## src/rtl/hpt_pkg.sv

```systemverilog
`default_nettype none

package hpt_pkg;

    localparam int unsigned GAIN_W  = 16;
    localparam int unsigned ANGLE_W = 17;
    localparam int unsigned DRIVE_W = 8;
    localparam int unsigned ERR_W   = 9;
    localparam int unsigned SUM_W   = 12;
    localparam int unsigned CFG_IDX_W = 2;
    localparam int unsigned ACC_W   = 30;

    // whole degrees
    localparam int signed HALF_TURN = 180;
    localparam int signed FULL_TURN = 360;
    localparam int signed SUM_LIMIT = 1200;
    // 120.0 in Q8.8
    localparam int signed DRIVE_LIMIT_Q = 30720;

    typedef enum logic [CFG_IDX_W-1:0] {
        CFG_GAIN_P = 2'd0,
        CFG_GAIN_I = 2'd1,
        CFG_GAIN_D = 2'd2
    } cfg_sel_t;

    typedef struct packed {
        logic [GAIN_W-1:0] p;
        logic [GAIN_W-1:0] i;
        logic [GAIN_W-1:0] d;
    } gains_t;

endpackage

`default_nettype wire

```

## src/rtl/hpt_if.sv

```systemverilog
`default_nettype none

interface hpt_in_if;
    logic                                     valid;
    logic                                     ready;
    logic signed [hpt_pkg::ANGLE_W-1:0]       target_heading;
    logic signed [hpt_pkg::ANGLE_W-1:0]       yaw;

    modport source (output valid, output target_heading, output yaw, input ready);
    modport sink   (input valid, input target_heading, input yaw, output ready);
endinterface

interface hpt_out_if;
    logic                                     valid;
    logic                                     ready;
    logic signed [hpt_pkg::DRIVE_W-1:0]       drive_left;
    logic signed [hpt_pkg::DRIVE_W-1:0]       drive_right;

    modport source (output valid, output drive_left, output drive_right, input ready);
    modport sink   (input valid, input drive_left, input drive_right, output ready);
endinterface

`default_nettype wire

```

## src/rtl/hpt_core.sv

```systemverilog
`default_nettype none

module hpt_core (
    input  wire logic                                  clk,
    input  wire logic                                  rst_n,
    input  wire logic                                  advance,
    input  wire logic signed [hpt_pkg::ANGLE_W-1:0]    target_heading,
    input  wire logic signed [hpt_pkg::ANGLE_W-1:0]    yaw,
    input  wire hpt_pkg::gains_t                       gains,
    output logic signed [hpt_pkg::DRIVE_W-1:0]         drive
);

    logic signed [hpt_pkg::ERR_W-1:0]   prior_reg;
    logic signed [hpt_pkg::ERR_W-1:0]   prior_next;
    logic signed [hpt_pkg::SUM_W-1:0]   sum_reg;
    logic signed [hpt_pkg::SUM_W-1:0]   sum_next;

    logic signed [17:0]                 diff;
    logic signed [17:0]                 diff_adj;
    logic signed [9:0]                  err_deg;
    logic signed [9:0]                  err_wrap;
    logic signed [hpt_pkg::SUM_W:0]     sum_wide;
    logic signed [9:0]                  delta;
    logic signed [16:0]                 gp_s;
    logic signed [16:0]                 gi_s;
    logic signed [16:0]                 gd_s;
    logic signed [25:0]                 p_prod;
    logic signed [28:0]                 i_prod;
    logic signed [26:0]                 d_prod;
    logic signed [hpt_pkg::ACC_W-1:0]   acc;
    logic signed [15:0]                 acc_clamp;
    logic signed [15:0]                 acc_adj;

    always_comb
    begin
        diff     = {target_heading[hpt_pkg::ANGLE_W-1], target_heading}
                 - {yaw[hpt_pkg::ANGLE_W-1], yaw};
        // truncate toward zero to whole degrees
        diff_adj = diff + (diff[17] ? 18'sd255 : 18'sd0);
        err_deg  = diff_adj[17:8];

        if (err_deg >= 10'(hpt_pkg::HALF_TURN))
            err_wrap = err_deg - 10'(hpt_pkg::FULL_TURN);
        else if (err_deg <= -10'(hpt_pkg::HALF_TURN))
            err_wrap = err_deg + 10'(hpt_pkg::FULL_TURN);
        else
            err_wrap = err_deg;
        prior_next = err_wrap[hpt_pkg::ERR_W-1:0];

        sum_wide = {sum_reg[hpt_pkg::SUM_W-1], sum_reg}
                 + {{(hpt_pkg::SUM_W+1-hpt_pkg::ERR_W){prior_next[hpt_pkg::ERR_W-1]}},
                    prior_next};
        if (sum_wide > 13'(hpt_pkg::SUM_LIMIT))
            sum_next = 12'(hpt_pkg::SUM_LIMIT);
        else if (sum_wide < -13'(hpt_pkg::SUM_LIMIT))
            sum_next = -12'(hpt_pkg::SUM_LIMIT);
        else
            sum_next = sum_wide[hpt_pkg::SUM_W-1:0];

        delta = {prior_next[hpt_pkg::ERR_W-1], prior_next}
              - {prior_reg[hpt_pkg::ERR_W-1], prior_reg};

        gp_s   = {1'b0, gains.p};
        gi_s   = {1'b0, gains.i};
        gd_s   = {1'b0, gains.d};
        p_prod = gp_s * prior_next;
        i_prod = gi_s * sum_next;
        d_prod = gd_s * delta;

        acc = {{4{p_prod[25]}}, p_prod}
            + {{1{i_prod[28]}}, i_prod}
            + {{3{d_prod[26]}}, d_prod};

        if (acc > 30'(hpt_pkg::DRIVE_LIMIT_Q))
            acc_clamp = 16'(hpt_pkg::DRIVE_LIMIT_Q);
        else if (acc < -30'(hpt_pkg::DRIVE_LIMIT_Q))
            acc_clamp = -16'(hpt_pkg::DRIVE_LIMIT_Q);
        else
            acc_clamp = acc[15:0];

        acc_adj = acc_clamp + (acc_clamp[15] ? 16'sd255 : 16'sd0);
        drive   = acc_adj[15:8];
    end

    always_ff @(posedge clk or negedge rst_n)
    begin
        if (!rst_n)
        begin
            prior_reg <= '0;
            sum_reg   <= '0;
        end
        else if (advance)
        begin
            prior_reg <= prior_next;
            sum_reg   <= sum_next;
        end
    end

endmodule

`default_nettype wire

```

## src/rtl/heading_pid_turn.sv

```systemverilog
// heading_pid_turn: in-place turn controller, one control tick per transaction.
// req carries target_heading and yaw (signed degrees, 8 fraction bits); rsp
// returns drive_left and drive_right (signed, -120..120, left = -right).
// Gains gain_p, gain_i, gain_d (unsigned Q8.8) are written through cfg_we,
// cfg_index and cfg_data; write them only while no tick is in flight.
// Each tick passes an input register, then one combinational pass (wrap of
// the error, clamped integral, three gain multiplies, clamp, truncate) and
// lands in the output register, which drives rsp.valid. Throughput is one
// tick per cycle while rsp.ready stays high; the integral/prior-error
// feedback is a single add and clamp, so consecutive ticks follow with no
// gap.
// When rsp.ready is low the result holds in the output register and the
// input register still takes one more tick; req.ready then drops.
// Reset clears both stages, the integral, the prior error and all gains.
`default_nettype none

module heading_pid_turn (
    input  wire logic                              clk,
    input  wire logic                              rst_n,
    hpt_in_if.sink                                 req,
    hpt_out_if.source                              rsp,
    input  wire logic                              cfg_we,
    input  wire logic [hpt_pkg::CFG_IDX_W-1:0]     cfg_index,
    input  wire logic [hpt_pkg::GAIN_W-1:0]        cfg_data
);

    hpt_pkg::gains_t                        gains_reg;
    logic                                   in_valid_reg;
    logic signed [hpt_pkg::ANGLE_W-1:0]     target_reg;
    logic signed [hpt_pkg::ANGLE_W-1:0]     yaw_reg;
    logic                                   out_valid_reg;
    logic signed [hpt_pkg::DRIVE_W-1:0]     right_reg;
    logic signed [hpt_pkg::DRIVE_W-1:0]     left_reg;
    logic signed [hpt_pkg::DRIVE_W-1:0]     drive;
    logic                                   advance;
    logic                                   take;

    assign advance   = in_valid_reg && (!out_valid_reg || rsp.ready);
    assign req.ready = !in_valid_reg || advance;
    assign take      = req.valid && req.ready;

    assign rsp.valid       = out_valid_reg;
    assign rsp.drive_left  = left_reg;
    assign rsp.drive_right = right_reg;

    always_ff @(posedge clk or negedge rst_n)
    begin
        if (!rst_n)
        begin
            gains_reg <= '0;
        end
        else if (cfg_we)
        begin
            case (cfg_index)
                hpt_pkg::CFG_GAIN_P: gains_reg.p <= cfg_data;
                hpt_pkg::CFG_GAIN_I: gains_reg.i <= cfg_data;
                hpt_pkg::CFG_GAIN_D: gains_reg.d <= cfg_data;
                default:             gains_reg   <= gains_reg;
            endcase
        end
    end

    always_ff @(posedge clk or negedge rst_n)
    begin
        if (!rst_n)
        begin
            in_valid_reg  <= 1'b0;
            out_valid_reg <= 1'b0;
        end
        else
        begin
            if (take)
                in_valid_reg <= 1'b1;
            else if (advance)
                in_valid_reg <= 1'b0;

            if (advance)
                out_valid_reg <= 1'b1;
            else if (rsp.ready)
                out_valid_reg <= 1'b0;
        end
    end

    always_ff @(posedge clk)
    begin
        if (take)
        begin
            target_reg <= req.target_heading;
            yaw_reg    <= req.yaw;
        end
        if (advance)
        begin
            right_reg <= drive;
            left_reg  <= -drive;
        end
    end

    hpt_core u_core (
        .clk            (clk),
        .rst_n          (rst_n),
        .advance        (advance),
        .target_heading (target_reg),
        .yaw            (yaw_reg),
        .gains          (gains_reg),
        .drive          (drive)
    );

endmodule

`default_nettype wire

```

## src/flat_wrapper.sv

```systemverilog
// flat-port wrapper written by rule: the top's interface ports become plain ports
module heading_pid_turn_flat 
  (clk, rst_n, cfg_we, cfg_index, cfg_data, req_valid, req_target_heading, req_yaw, req_ready, rsp_valid, rsp_drive_left, rsp_drive_right, rsp_ready);
  hpt_in_if req_i ();
  hpt_out_if rsp_i ();
  input  wire logic clk;
  input  wire logic rst_n;
  input  wire logic cfg_we;
  input  wire logic [hpt_pkg::CFG_IDX_W-1:0] cfg_index;
  input  wire logic [hpt_pkg::GAIN_W-1:0] cfg_data;
  input wire logic [$bits(req_i.valid)-1:0] req_valid;
  input wire logic [$bits(req_i.target_heading)-1:0] req_target_heading;
  input wire logic [$bits(req_i.yaw)-1:0] req_yaw;
  output wire logic [$bits(req_i.ready)-1:0] req_ready;
  output wire logic [$bits(rsp_i.valid)-1:0] rsp_valid;
  output wire logic [$bits(rsp_i.drive_left)-1:0] rsp_drive_left;
  output wire logic [$bits(rsp_i.drive_right)-1:0] rsp_drive_right;
  input wire logic [$bits(rsp_i.ready)-1:0] rsp_ready;
  assign req_i.valid = req_valid;
  assign req_i.target_heading = req_target_heading;
  assign req_i.yaw = req_yaw;
  assign req_ready = req_i.ready;
  assign rsp_valid = rsp_i.valid;
  assign rsp_drive_left = rsp_i.drive_left;
  assign rsp_drive_right = rsp_i.drive_right;
  assign rsp_i.ready = rsp_ready;
  heading_pid_turn u_core (.clk(clk), .rst_n(rst_n), .req(req_i), .rsp(rsp_i), .cfg_we(cfg_we), .cfg_index(cfg_index), .cfg_data(cfg_data));
endmodule
```

## config.mk

```make
export PLATFORM = sky130hd
export DESIGN_NAME = heading_pid_turn_flat
export DESIGN_NICKNAME = d
export VERILOG_FILES = /design/src/rtl/hpt_pkg.sv /design/src/rtl/hpt_if.sv /design/src/rtl/hpt_core.sv /design/src/rtl/heading_pid_turn.sv /design/src/flat_wrapper.sv
export SDC_FILE = /design/constraint.sdc
export NUM_CORES = 2
export LEC_CHECK = 0
export BUFFER_PORTS_ARGS = -buffer_cell sky130_fd_sc_hd__buf_2
export CORE_AREA = 2 2 292 294
export DETAILED_ROUTE_END_ITERATION = 8
export DIE_AREA = 0 0 294 296
export PLACE_DENSITY = 0.4
export SLEW_MARGIN = 20
export SYNTH_ARGS = -nofsm -noshare
export SYNTH_HDL_FRONTEND = slang
export SYNTH_HIERARCHICAL = 1
export SYNTH_SLANG_ARGS = --single-unit
```

## constraint.sdc

```tcl
create_clock -name clk -period 49.8 [get_ports clk]
set_clock_uncertainty 0.05 [all_clocks]
set_input_delay 2.49 -clock clk [delete_from_list [all_inputs] [get_ports clk]]
set_output_delay 2.49 -clock clk [all_outputs]
set_load 0.01 [all_outputs]
```

==> results.json <==
{
  "drtIter0Drc": 779,
  "worstHoldPathCells": 1,
  "largest_reg_flops": 48,
  "grt_max_degree": 56,
  "yosysTopAreaCellShare": 0.3450,
  "detailroute.via_count": 18010,
  "die_y_um": 296,
  "initial_core_util": 0.2956,
  "syn_area_um2": 24890,
  "r2r_slack_ps": 28910,
  "synth_common_cells": "589 x inv_1, 429 x fa_1, 336 x nand2_1",
  "holdCritPathClass": "flip-flop to flip-flop",
  "rsz0062_at_grt": "false",
  "drc_errors": 0,
  "finalWirelength_mm": 69.99,
  "maxCapViolCount": 0,
  "r2r-start": "u_core/target_reg[8]",
  "io_pins": 75,
  "cts_max_level": 4,
  "antenna_found_initial": 0,
  "place_inst": 3805,
  "wl_per_cell_um": 18.23,
  "row_count": 107,
  "cts.sinks": 120,
  "setup_viol": 0,
  "layout-drive-gt1-share": 0.09716,
  "async_flop_share": 0.5917,
  "cts_resized": 0,
  "syn-num-nets": 3435,
  "die_area_um2": 87020,
  "place.gp.congestion": 0.8243,
  "fin_crit_sh": 0.4196,
  "port_buffers": 74,
  "timing.hold.ws_ps": 443.2,
  "grt_overflow_total": 0,
  "viasPerCell": 4.689,
  "core_um2": 84210,
  "syn_inst": 2703,
  "synth.avg_cell_area_um2": 9.210,
  "hold_violations": 0,
  "r2r_cells": 82,
  "clockBufferDepth": 2,
  "status": "finished clean",
  "syn_to_final_growth_pct": 9.183,
  "layout.nets": 3467,
  "worstPathMaxFanout": 19,
  "start_kind": "flip-flop",
  "synth_edf_count": 49,
  "numCtsBuffers": 17,
  "place_area_um2": 26600,
  "worst_slew_pin_slew_ps": 1076,
  "synth_top_area_cell": "fa_1",
  "cts_tree": "built",
  "cp.required_ps": 49970,
  "fin_area_um2": 27180,
  "drv_slew": 0,
  "grt_usage": 0.1687,
  "setup.worst_path.class": "flip-flop to flip-flop",
  "dp_hpwl_mm": 58.54,
  "worstHoldStart": "u_core/in_valid_reg",
  "timing.setup.tns_ps": 0,
  "grt_pass1_vias": 19590,
  "maxSlewHeadroom": 0.2827,
  "worst_r2r_endpoint": "u_core/rsp.drive_left[6]",
  "synth_most_common_cell": "inv_1",
  "post-cts-setup-buffers": 0,
  "hold_path_end": "u_core/rsp.valid",
  "clock_latency_ps": 480,
  "path_clk_slew_ps": 70,
  "die_w_um": 294,
  "ys.flop_type": "dfrtp_1",
  "ctsHoldBuffers": 0,
  "max_stage_delay_ps": 590,
  "first_pass_iters": 5,
  "drtAntennaViolNets": 0,
  "ys_warn_count": 6,
  "crit_top_cell": "fa_1",
  "stdcell_count": 3840,
  "crit_path_end_kind": "flip-flop",
  "cp_slowest_cell": "xor3_2",
  "layout_min_cycle_time_ps": 20890,
  "yosysSeqAreaShare": 0.1305,
  "clock.fmax_mhz": 47.86,
  "root_buffer": "clkbuf_16",
  "grt_pass1_wl_mm": 112.4,
  "synth-seq-cells": 120,
  "ys_types": 83,
  "cp.arrival_ps": 21070,
  "synthTopCellsByArea": "fa_1 34%, ha_1 12%, inv_1 8.9%, dfrtp_1 7.1%, edfxtp_1 5.9%"
}
==> layout make-up <==
cell class	count	area, um2
diodes	2	5.005
clock buffers	19	442.9
clock inverters	13	120.1
fillers	8770	57030
inverters	589	2211
multi-input cells	1899	19150
flip-flops and latches	120	3248
well taps	1090	1364
repair buffers	108	635.6
==> worst max path at each step <==
| stage | from | endpoint | slack (ps) | cells after the start |
|---|---|---|---|---|
| after floorplan | u_core/target_reg[8] | u_core/rsp.drive_left[6] | 30600 | 83 |
| after global placement | u_core/target_reg[8] | u_core/rsp.drive_left[6] | 29330 | 82 |
| after detailed placement | u_core/target_reg[8] | u_core/rsp.drive_left[6] | 28940 | 82 |
| after CTS | u_core/target_reg[8] | u_core/rsp.drive_left[6] | 28920 | 82 |
| after global routing | u_core/target_reg[8] | u_core/rsp.drive_left[6] | 27640 | 82 |
| final | u_core/target_reg[8] | u_core/rsp.drive_left[6] | 28910 | 82 |
==> cell families (layout without fill, tap and decap cells) <==
group / Yosys count / in the layout / share of synthesized area
and+or+nand+nor: 794 / 794 / 0.1592
buffers and inverters: 684 / 729 / 0.1043
adders and majority gates: 676 / 676 / 0.4690
AOI/OAI and AO/OA: 273 / 273 / 0.07454
DFF: 120 / 120 / 0.1305
xor gates and xnor gates: 89 / 89 / 0.03197
muxes: 67 / 67 / 0.03046
other: 0 / 2 / 0
==> worst max-delay path: cells and delay by family, from the launching register on <==
kind	cells	cell delay [ps]
AOI/OAI and AO/OA	27	6450
xor gates and xnor gates	5	1350
adders and majority gates	17	7330
buffers and inverters	11	1130
DFF	1	360
muxes	2	500
and+or+nand+nor	20	3430
==> placed cells by master (no fill, tap or decap), drive strengths merged, types with 49 or more instances in the layout <==
cell type  instances
mux2              64
fa               429
and2             119
inv              593
nor2              78
ha               246
edfxtp            49
nand2            336
dfrtp             71
a21oi             76
nor2b             64
xnor2             61
buf              108
==> layer usage <==
| layer | part of all wire | global-route usage | wire [um] |
|---|---|---|---|
| met1 | 0.43 | 0.2141 | 30410 |
| met2 | 0.53 | 0.3119 | 37290 |
| met3 | 0.023 | 0.01611 | 1598 |
| met4 | 0.0099 | 0.03111 | 690 |
| met5 | 0 | 0 | 0 |
==> per-stage QoR <==
step                setup WS [ps]    util
floorplan                   30600       -
global placement            29330  0.3158
detailed placement          28940  0.3158
CTS                         28920  0.3225
global route                27640  0.3227
finish                      28910  0.3228
Power is left out: the tool's default activity adds up to more than one toggle a clock period on the data nets, which glitch-free logic cannot reach.
